<file path="src/rtl/msd_pkg.sv">
// shared types and constants of the multitouch slot event decoder
`default_nettype none
package msd_pkg;

  localparam logic [2:0] OP_SLOT     = 3'd0;
  localparam logic [2:0] OP_X        = 3'd1;
  localparam logic [2:0] OP_Y        = 3'd2;
  localparam logic [2:0] OP_TRACK    = 3'd3;
  localparam logic [2:0] OP_PRESSURE = 3'd4;
  localparam logic [2:0] OP_MAJOR    = 3'd5;
  localparam logic [2:0] OP_BUTTON   = 3'd6;
  localparam logic [2:0] OP_SYNC     = 3'd7;

  localparam logic [2:0] REG_X_MIN  = 3'd0;
  localparam logic [2:0] REG_X_MAX  = 3'd1;
  localparam logic [2:0] REG_Y_MIN  = 3'd2;
  localparam logic [2:0] REG_Y_MAX  = 3'd3;
  localparam logic [2:0] REG_X_GAIN = 3'd4;
  localparam logic [2:0] REG_Y_GAIN = 3'd5;

  localparam logic [13:0] POS_MAX = 14'h3fff;

  typedef struct packed {
    logic [2:0]         opcode;
    logic signed [31:0] event_value;
  } in_item_t;

  typedef struct packed {
    logic        report_kind;
    logic [15:0] contact_slot;
    logic [15:0] contact_id;
    logic [13:0] pos_x;
    logic [13:0] pos_y;
    logic        last_report;
  } out_item_t;

  typedef struct packed {
    logic [15:0] slot;
    logic [13:0] x;
    logic [13:0] y;
    logic [15:0] track;
    logic [15:0] pressure;
    logic [15:0] major;
    logic        seen;
    logic        up;
  } entry_t;

  typedef enum logic [3:0] {
    WR_NONE,
    WR_NEW_SLOT,
    WR_X,
    WR_Y,
    WR_TRACK,
    WR_RELEASE,
    WR_PRESSURE,
    WR_MAJOR,
    WR_BTN_PRESS,
    WR_BTN_UP,
    WR_CLR_SEEN,
    WR_CLEAR
  } wr_op_t;

  // broadcast to every cell
  typedef struct packed {
    wr_op_t      op;
    logic [15:0] data;
    logic [13:0] pos;
  } cell_wr_t;

  // per-cell control
  typedef struct packed {
    logic sel;
    logic shift;
  } cell_ctl_t;

endpackage
`default_nettype wire

</file>
<file path="src/rtl/msd_cell.sv">
// one contact cell: holds an entry, takes writes or its upper neighbor's entry
`default_nettype none
module msd_cell
  import msd_pkg::*;
(
  input  wire logic      clk,
  input  wire logic      rst_n,
  input  wire cell_wr_t  wr,
  input  wire cell_ctl_t ctl,
  input  wire entry_t    nbr,
  output entry_t         entry,
  output logic           slot_match
);

  entry_t entry_r;
  entry_t entry_nxt;

  always_comb begin
    entry_nxt = entry_r;
    if (ctl.shift) begin
      entry_nxt = nbr;
    end else if (ctl.sel) begin
      case (wr.op)
        WR_NEW_SLOT: begin
          entry_nxt      = '0;
          entry_nxt.slot = wr.data;
        end
        WR_X: begin
          entry_nxt.x    = wr.pos;
          entry_nxt.seen = 1'b1;
        end
        WR_Y: begin
          entry_nxt.y    = wr.pos;
          entry_nxt.seen = 1'b1;
        end
        WR_TRACK: begin
          entry_nxt.track = wr.data;
          entry_nxt.seen  = 1'b1;
        end
        WR_RELEASE: begin
          entry_nxt.up   = 1'b1;
          entry_nxt.seen = 1'b1;
        end
        WR_PRESSURE: begin
          entry_nxt.pressure = wr.data;
          entry_nxt.seen     = 1'b1;
        end
        WR_MAJOR: begin
          entry_nxt.major = wr.data;
          entry_nxt.seen  = 1'b1;
        end
        WR_BTN_PRESS: begin
          entry_nxt.track = wr.data;
          entry_nxt.up    = 1'b0;
        end
        WR_BTN_UP:   entry_nxt.up   = 1'b1;
        WR_CLR_SEEN: entry_nxt.seen = 1'b0;
        WR_CLEAR:    entry_nxt      = '0;
        default:     entry_nxt      = entry_r;
      endcase
    end
  end

  always_ff @(posedge clk) begin
    if (!rst_n) begin
      entry_r <= '0;
    end else begin
      entry_r <= entry_nxt;
    end
  end

  assign entry      = entry_r;
  assign slot_match = (entry_r.slot == wr.data);

endmodule
`default_nettype wire
</file>
<file path="config.mk">
export PLATFORM = sky130hd
export DESIGN_NAME = msd_cell
export DESIGN_NICKNAME = d
export VERILOG_FILES = /design/src/rtl/msd_pkg.sv /design/src/rtl/msd_cell.sv
export SDC_FILE = /design/constraint.sdc
export NUM_CORES = 1
export LEC_CHECK = 0
export BUFFER_PORTS_ARGS = -buffer_cell sky130_fd_sc_hd__buf_2
export CORE_MARGIN = 3
export CORE_UTILIZATION = 45
export DETAILED_ROUTE_END_ITERATION = 10
export PLACE_DENSITY = 0.88
export SYNTH_ARGS = -nofsm -noshare
export SYNTH_HDL_FRONTEND = slang
export SYNTH_SLANG_ARGS = --single-unit
</file>
<file path="constraint.sdc">
create_clock -name clk -period 2.4 [get_ports clk]
set_input_delay 0.24 -clock clk [delete_from_list [all_inputs] [get_ports clk]]
set_output_delay 0.24 -clock clk [all_outputs]
set_load 0.005 [all_outputs]
</file>
After elaboration in Yosys (flattened, before gate mapping)
Cells that the tools add are included.
Widths: inputs -> output; s select.
Storage, ports and cells
  input bits: 132
  register bits: 94
  logic and storage cells: 53
  output and inout bits: 95
Cells by class
  multiplexer cells: 10
  equality and inequality tests: 12
  reductions and logical operators: 23
Operator list (number)
  $mux 94: 2
  $pmux 16 s2: 4
  $pmux 14 s2: 2
  $reduce_bool 3->1: 8
  $eq 16x16->1: 1
  $eq 4x3->1 const B: 4
  $eq 4x4->1 const B: 4
  $reduce_and 2->1: 8
  $eq 4x2->1 const B: 2
  $reduce_or 2->1: 3
  $reduce_or 3->1: 2
  $reduce_or 6->1: 1
  $eq 4x1->1 const B: 1
  $pmux 1 s2: 2
  $reduce_bool 2->1: 1

Logic depth before layout (Yosys ltp)
Gate-level depths: netlist of run 1.
  depth in word-level cells: 5
  mapped depth: 8
  gate-level depth less buffers: 5

Worst setup path after synthesis of run 1
OpenSTA, ideal clock, no wires.
  path type: in2reg
  start point: input wr[30] in the netlist's numbering
  end point: register entry_r, in the netlist entry[34]
  required time: 2.284 ns
  cell stages on the path: 8
  data arrival time: 1.621 ns
  slack: 0.663 ns
  path through: buf_6 -> nor2b_4 -> and2_0 -> o31a_1 -> or2_1 -> buf_2 -> buf_6 -> o211a_1
Between the ends
  word-level cells in the longest chain between the ends: 5
Ends and longest elaborated chain
  start: declaration: line msd_cell.sv:8  | input wire cell_wr_t wr,
  $eq 4x4->1, or another cell as far along: line msd_cell.sv:23  | case (wr.op)
  $reduce_or 2->1 (no source line)
  $pmux 16 s2: line msd_cell.sv:23
  $mux 94: line msd_cell.sv:22  | end else if (ctl.sel) begin
  $mux 94: line msd_cell.sv:20  | if (ctl.shift) begin
  end signal: assignment: line msd_cell.sv:68  | entry_r <= entry_nxt;
  end: declaration: line msd_cell.sv:15  | entry_t entry_r;
Several ways; a longest one is shown, not always the timed one. The select of a mux whose other input is x is not followed.
A chain may end at the register's enable or synchronous reset.

Final worst setup path of run 1
  start point: input wr[31] in the netlist's numbering
  end point: register entry_r, in the netlist entry[26]
Between the ends
  word-level cells in the longest chain between the ends: 5
Ends and longest elaborated chain (line)
  $eq 4x4->1 / $eq 4x1->1 (equally long branches): msd_cell.sv:23
  $reduce_or 2->1 (no source line)
  $pmux 16 s2: msd_cell.sv:23
  $mux 94: msd_cell.sv:22
  $mux 94: msd_cell.sv:20
Several ways; a longest one is shown, not always the timed one. The select of a mux whose other input is x is not followed.

==> results of run 1 <==
==> final timing paths <==
path             start   endpoint  slack (ps)  depth (start not counted)
max             wr[31]  entry[26]         520                          7
min             nbr[0]   entry[0]         110                          3
min reg2reg  entry[43]  entry[43]         500                          1
max reg2reg   entry[1]   entry[1]        1460                          4
==> routing by layer <==
metal / wire, um / GRT usage / up-vias
met3: 1440 / 0.0447 / 29
met1: 6460 / 0.367 / 2277
met2: 7430 / 0.417 / 289
met4: 394 / 0.113 / 0
li1: - / - / 2238
met5: 0 / 0 / -
==> placed cells by master (no fill, tap or decap), types with 2 or more instances in the layout <==
| master | count |
|---|---|
| a21oi_1 | 3 |
| a221oi_1 | 14 |
| a22oi_1 | 79 |
| a31o_2 | 2 |
| a31oi_1 | 2 |
| buf_2 | 225 |
| buf_4 | 10 |
| bufinv_16 | 3 |
| clkbuf_8 | 9 |
| dfxtp_1 | 94 |
| inv_1 | 2 |
| inv_6 | 2 |
| nand2_1 | 62 |
| nand2b_1 | 3 |
| nand3_1 | 2 |
| nand3b_1 | 2 |
| nand4_1 | 4 |
| nor2_1 | 18 |
| nor3_1 | 2 |
| o211a_1 | 78 |
| o21ai_0 | 32 |
| xnor2_1 | 17 |
==> layout make-up <==
cell class	count	share of cell area
repair buffers	236	0.207
well taps	129	0.0274
clock inverters	6	0.0197
inverters	2	0.00127
clock buffers	10	0.0216
flip-flops and latches	94	0.319
multi-input cells	337	0.404
==> power by group through the flow <==
stage / registers [mW] / clock network [mW] / logic (mW)
after floorplan: 1.81 / 0 / 0.426
after global placement: 1.80 / 0 / 0.792
after detailed placement: 1.81 / 0 / 0.813
after CTS: 1.78 / 1.30 / 0.817
after global routing: 1.79 / 1.37 / 0.899
final: 1.78 / 1.28 / 0.823
==> cell families after synthesis <==
logic type / synth area share
compound gates: 0.398
xor+xnor: 0.0352
buf+inv: 0.0517
flops: 0.421
simple gates: 0.0948
==> critical path, cell delays in order <==
cell and delay, ps:
buf_2 210, xnor2_1 210, a21oi_4 820, buf_4 330, a22oi_1 90, nand2_1 110, o211a_1 150
==> results.sh, run 1 <==
export IMPL_design_area_um2=5900
export IMPL_drtPass1Iterations=5
export IMPL_critPathMaxFanout=36
export IMPL_die_w_um=106
export IMPL_cts_root_buffer="clkbuf_8"
export IMPL_leakage_nw=3.37
export IMPL_fmax_ghz=0.531
export IMPL_clkPwrFrac=0.330
export IMPL_clk_path_buf_depth=2
export IMPL_netlist_instances=486
export IMPL_timing_hold_ws_ps=114
export IMPL_timing_hold_violations_final=0
export IMPL_synth_nets=618
export IMPL_setup_violations=0
export IMPL_synth_flop_cell="dfxtp_1"
export IMPL_cts_htree_levels=3
export IMPL_drive_gt1_frac=0.377
export IMPL_clk_latency_ps=350
export IMPL_drc=0
export IMPL_port_buffers=226
export IMPL_synth_most_common_cell="dfxtp_1"
export IMPL_largest_register_ffs=94
export IMPL_num_vias=4833
export IMPL_status="complete, no violations"
export IMPL_end_kind="flip-flop"
export IMPL_fin_nets=812
export IMPL_period_needed_ps=1880
export IMPL_fillers=830
export IMPL_dp_slack_ps=188
export IMPL_antenna_cells=0
export IMPL_clock_sinks=94
export IMPL_yosysTopAreaCellShare=0.421
export IMPL_synthTopCellsByArea="dfxtp_1 42%, o211a_1 17%, a22oi_1 13%"
export IMPL_post_cts_setup_buffers=0
export IMPL_rsz0062_at_grt="false"
export IMPL_yosys_cell_types_count=35
export IMPL_synth_top_cells_by_count="94 x dfxtp_1, 79 x a22oi_1, 78 x o211a_1"
export IMPL_vdd_drop_max_v=0.000353
export IMPL_drt_total_wl_um=15700
export IMPL_numCtsBuffers=9
export IMPL_start_kind="input port"
export IMPL_setup_tns_ps=0
export IMPL_core_area_um2=9460
export IMPL_start_util=0.473
export IMPL_die_y_um=106
export IMPL_final_period_utilization=0.785
export IMPL_gp_congestion=0.965
export IMPL_finalPower_mw=3.88
export IMPL_power_density_nw_per_um2=658
export IMPL_async_flop_share=0
export IMPL_yosysWarnings=0
export IMPL_track_usage=0.268
export IMPL_clk_pin_slew_ps=100
export IMPL_worst_slack_ps=515
export IMPL_instances_no_fill=814
export IMPL_rows=35
export IMPL_register_area_um2=1880
export IMPL_postCtsHoldBufs=0
export IMPL_synth_edff_count=0
export IMPL_dp_hpwl_um=11600
export IMPL_cp_arrival_ps=2190
export IMPL_placed_area_um2=5650
export IMPL_required_ps=2700
export IMPL_tritoncts="yes"
export IMPL_ys_seq_area_frac=0.421
export IMPL_avgSynthCellArea_um2=9.21
export IMPL_fin_worst_skew_ps=0
export IMPL_wl_per_cell_um=19.3
export IMPL_viasPerCell=5.94
export IMPL_ant_nets=0
export IMPL_antenna_found_initial=0
export IMPL_synth_ff_latch_count=94
export IMPL_pin_count=227
export IMPL_seq_power_share=0.458
export IMPL_slew_viol_final=0
export IMPL_maxCapViolCount=0
export IMPL_grt_max_degree=56
export IMPL_synth_top_cell_by_area="dfxtp_1"
export IMPL_overflow=0
export IMPL_cts_resized_gates=0
export IMPL_grt_pass1_wl_um=23800
export IMPL_critPathKind="input port to flip-flop"
export IMPL_dieArea_um2=11200
export IMPL_syn_area_um2=4470
export IMPL_grt_pass1_vias=4523
export IMPL_holdCritPathClass="input port to flip-flop"
export IMPL_relSlewSlack=0.263
export IMPL_utilization=0.623
export IMPL_syn2layout_area_growth_pct=31.8
export IMPL_comb_power_share=0.212
export IMPL_multi_input_area_um2=2380
export IMPL_drt_iter0_drc=507
export IMPL_switchingPower_mw=1.10
export IMPL_p_sw_frac=0.283
export IMPL_dp_cells=798
export IMPL_intPower_mw=2.78
export IMPL_tightest_slew_ps=1100
(Power assumes the default switching activity.)
==> run 2: changes to the inputs <==
- ABC_AREA: not set -> 1
- PLACE_DENSITY: 0.88 -> 0.86
- clock period: 2.4 -> 1.75 ns (I/O delays scaled with it)
==> results.sh, run 2 <==
export IMPL_async_flop_share=0
export IMPL_comb_power_share=0.229
export IMPL_num_vias=5837
export IMPL_cts_htree_levels=3
export IMPL_largest_register_ffs=94
export IMPL_avgSynthCellArea_um2=6.38
export IMPL_cpMostUsedCell="nor3_1"
export IMPL_synth_most_common_cell="nand2_1"
export IMPL_r2r_worst_path_cells=3
export IMPL_die_y_um=113
export IMPL_timing_hold_violations_final=0
export IMPL_fin_nets=1151
export IMPL_maxCapViolCount=0
export IMPL_dieArea_um2=12800
export IMPL_hold_depth=5
export IMPL_yosysTopAreaCellShare=0.365
export IMPL_holdCritPathClass="input port to flip-flop"
export IMPL_wl_per_cell_um=14.7
export IMPL_seq_power_share=0.418
export IMPL_required_ps=1570
export IMPL_drive_gt1_frac=0.287
export IMPL_tritoncts="yes"
export IMPL_intPower_mw=4.17
export IMPL_clk_pin_slew_ps=60
export IMPL_cts_resized_gates=0
export IMPL_finalPower_mw=5.83
export IMPL_critPathKind="flip-flop to primary output"
export IMPL_final_period_utilization=0.894
export IMPL_die_w_um=113
export IMPL_switchingPower_mw=1.66
export IMPL_dp_slack_ps=57.5
export IMPL_synth_top_cells_by_count="299 x nand2_1, 141 x nor2_1, 94 x dfxtp_1"
export IMPL_path_cells="xor2_1 > nor3_1 > nand2_1 > nor3_1 > buf_2"
export IMPL_viasPerCell=5.01
export IMPL_synthTopCellsByArea="dfxtp_1 36%, nand2_1 22%, nor2_1 10%"
export IMPL_numCtsBuffers=9
export IMPL_leakage_nw=3.72
export IMPL_cts_root_buffer="clkbuf_16"
export IMPL_drc=0
export IMPL_synth_nets=941
export IMPL_overflow=0
export IMPL_gp_congestion=0.915
export IMPL_relSlewSlack=0.596
export IMPL_yosysWarnings=0
export IMPL_ant_nets=0
export IMPL_cpMaxStageDelayCell="dfxtp_1"
export IMPL_fin_worst_skew_ps=0
export IMPL_tightest_slew_ps=606
export IMPL_utilization=0.607
export IMPL_track_usage=0.264
export IMPL_dp_hpwl_um=13100
export IMPL_setup_violations=0
export IMPL_ys_seq_area_frac=0.365
export IMPL_antenna_cells=0
export IMPL_clk_path_buf_depth=2
export IMPL_rsz0062_at_grt="false"
export IMPL_antenna_found_initial=0
export IMPL_start_kind="flip-flop"
export IMPL_grt_pass1_vias=5415
export IMPL_layout_common_cells="299 x nand2_1, 226 x buf_2, 141 x nor2_1"
export IMPL_post_cts_setup_buffers=0
export IMPL_synth_top_cell_by_area="dfxtp_1"
export IMPL_synth_edff_count=0
export IMPL_synth_flop_cell="dfxtp_1"
export IMPL_core_area_um2=11000
export IMPL_status="complete, no violations"
export IMPL_cp_num_cells=5
export IMPL_clkPwrFrac=0.353
export IMPL_timing_critical_path_buf_inv=1
export IMPL_grt_pass1_wl_um=27100
export IMPL_vdd_drop_max_v=0.000538
export IMPL_drt_total_wl_um=17100
export IMPL_path_delay_family="simple AND/OR/NAND/NOR gates"
export IMPL_reg2reg_slack_ps=1050
export IMPL_grt_max_degree=73
export IMPL_pin_count=227
export IMPL_critPathMaxFanout=3
export IMPL_critical_path_max_stage_delay_ps=340
export IMPL_period_needed_ps=1560
export IMPL_slew_viol_final=0
export IMPL_power_density_nw_per_um2=871
export IMPL_drt_iter0_drc=549
export IMPL_port_buffers=226
export IMPL_synth_ff_latch_count=94
export IMPL_syn2layout_area_growth_pct=29.7
export IMPL_drtPass1Iterations=6
export IMPL_final_common_cell="nand2_1"
export IMPL_postCtsHoldBufs=0
export IMPL_start_util=0.468
export IMPL_setup_tns_ps=0
export IMPL_clock_sinks=94
export IMPL_end_kind="primary output"
export IMPL_netlist_instances=809
export IMPL_yosys_cell_types_count=27
export IMPL_rows=38
export IMPL_fmax_ghz=0.639
export IMPL_clk_latency_ps=330
export IMPL_worst_slack_ps=186
export IMPL_syn_area_um2=5160
export IMPL_cp_arrival_ps=1390
export IMPL_p_sw_frac=0.285
run 2: cell count changes after synthesis, moves of 14 or more:
cell / previous run / this run
a21oi_1: 4 / 26
a221oi_1: 14 / 0
a22oi_1: 79 / 0
clkbuf_1: 41 / 15
inv_1: 2 / 31
nand2_1: 62 / 299
nand3_1: 2 / 28
nand3b_1: 2 / 43
nand4_1: 4 / 22
nor2_1: 19 / 141
o211a_1: 78 / 0
run 2: cell families (layout without fill, tap and decap cells):
group           after synthesis  in the layout  share of synthesized area
xor+xnor                     13             13                     0.0221
simple gates                561            561                      0.477
flops                        94             94                      0.365
compound gates               57             57                     0.0575
buf+inv                      84            299                     0.0788
run 2: worst min-delay path, stage by stage:
cell     delay [ps]
buf_2            70
nand2_1          40
o21ai_0          60
nor2_1           40
nor2_1           70
run 2: through the flow:
step	std cells	hold WS (ps)	instance area, um^2
after floorplan	809	396	5160
after global placement	1148	459	6370
after detailed placement	1148	463	6370
after CTS	1164	150	6690
after global routing	1164	172	6690
final	1164	161	6690
run 2: layout make-up:
class	count	area, um^2
clock buffer	14	284
clock inverter	2	37.5
fill	1066	4340
inverter	38	144
multi-input combinational	631	2870
sequential	94	1880
tap	140	175
timing repair buffer	245	1300
run 2: path summary, 6_finish.rpt:
path | from | to
setup / recovery | entry[92] | slot_match
setup reg to reg | entry[35] | entry[35]
hold reg to reg | entry[21] | entry[21]
hold / removal | nbr[57] | entry[57]
run 2: power by group through the flow:
| stage | Combinational [mW] | Clock, mW | Sequential (mW) |
|---|---|---|---|
| 5_1_grt | 1.50 | 2.19 | 2.46 |
| 3_3_place_gp | 1.30 | 0 | 2.48 |
| 6_report | 1.33 | 2.06 | 2.44 |
| 4_1_cts | 1.33 | 2.10 | 2.43 |
| 2_1_floorplan | 0.774 | 0 | 2.49 |
| 3_5_place_dp | 1.33 | 0 | 2.48 |
run 2: metal layers:
| layer | vias up | wire, um | global-route usage |
|---|---|---|---|
| met5 | - | 0 | 0 |
| met4 | 0 | 434 | 0.0889 |
| met2 | 282 | 8190 | 0.450 |
| li1 | 2961 | - | - |
| met1 | 2560 | 6980 | 0.329 |
| met3 | 34 | 1460 | 0.0594 |
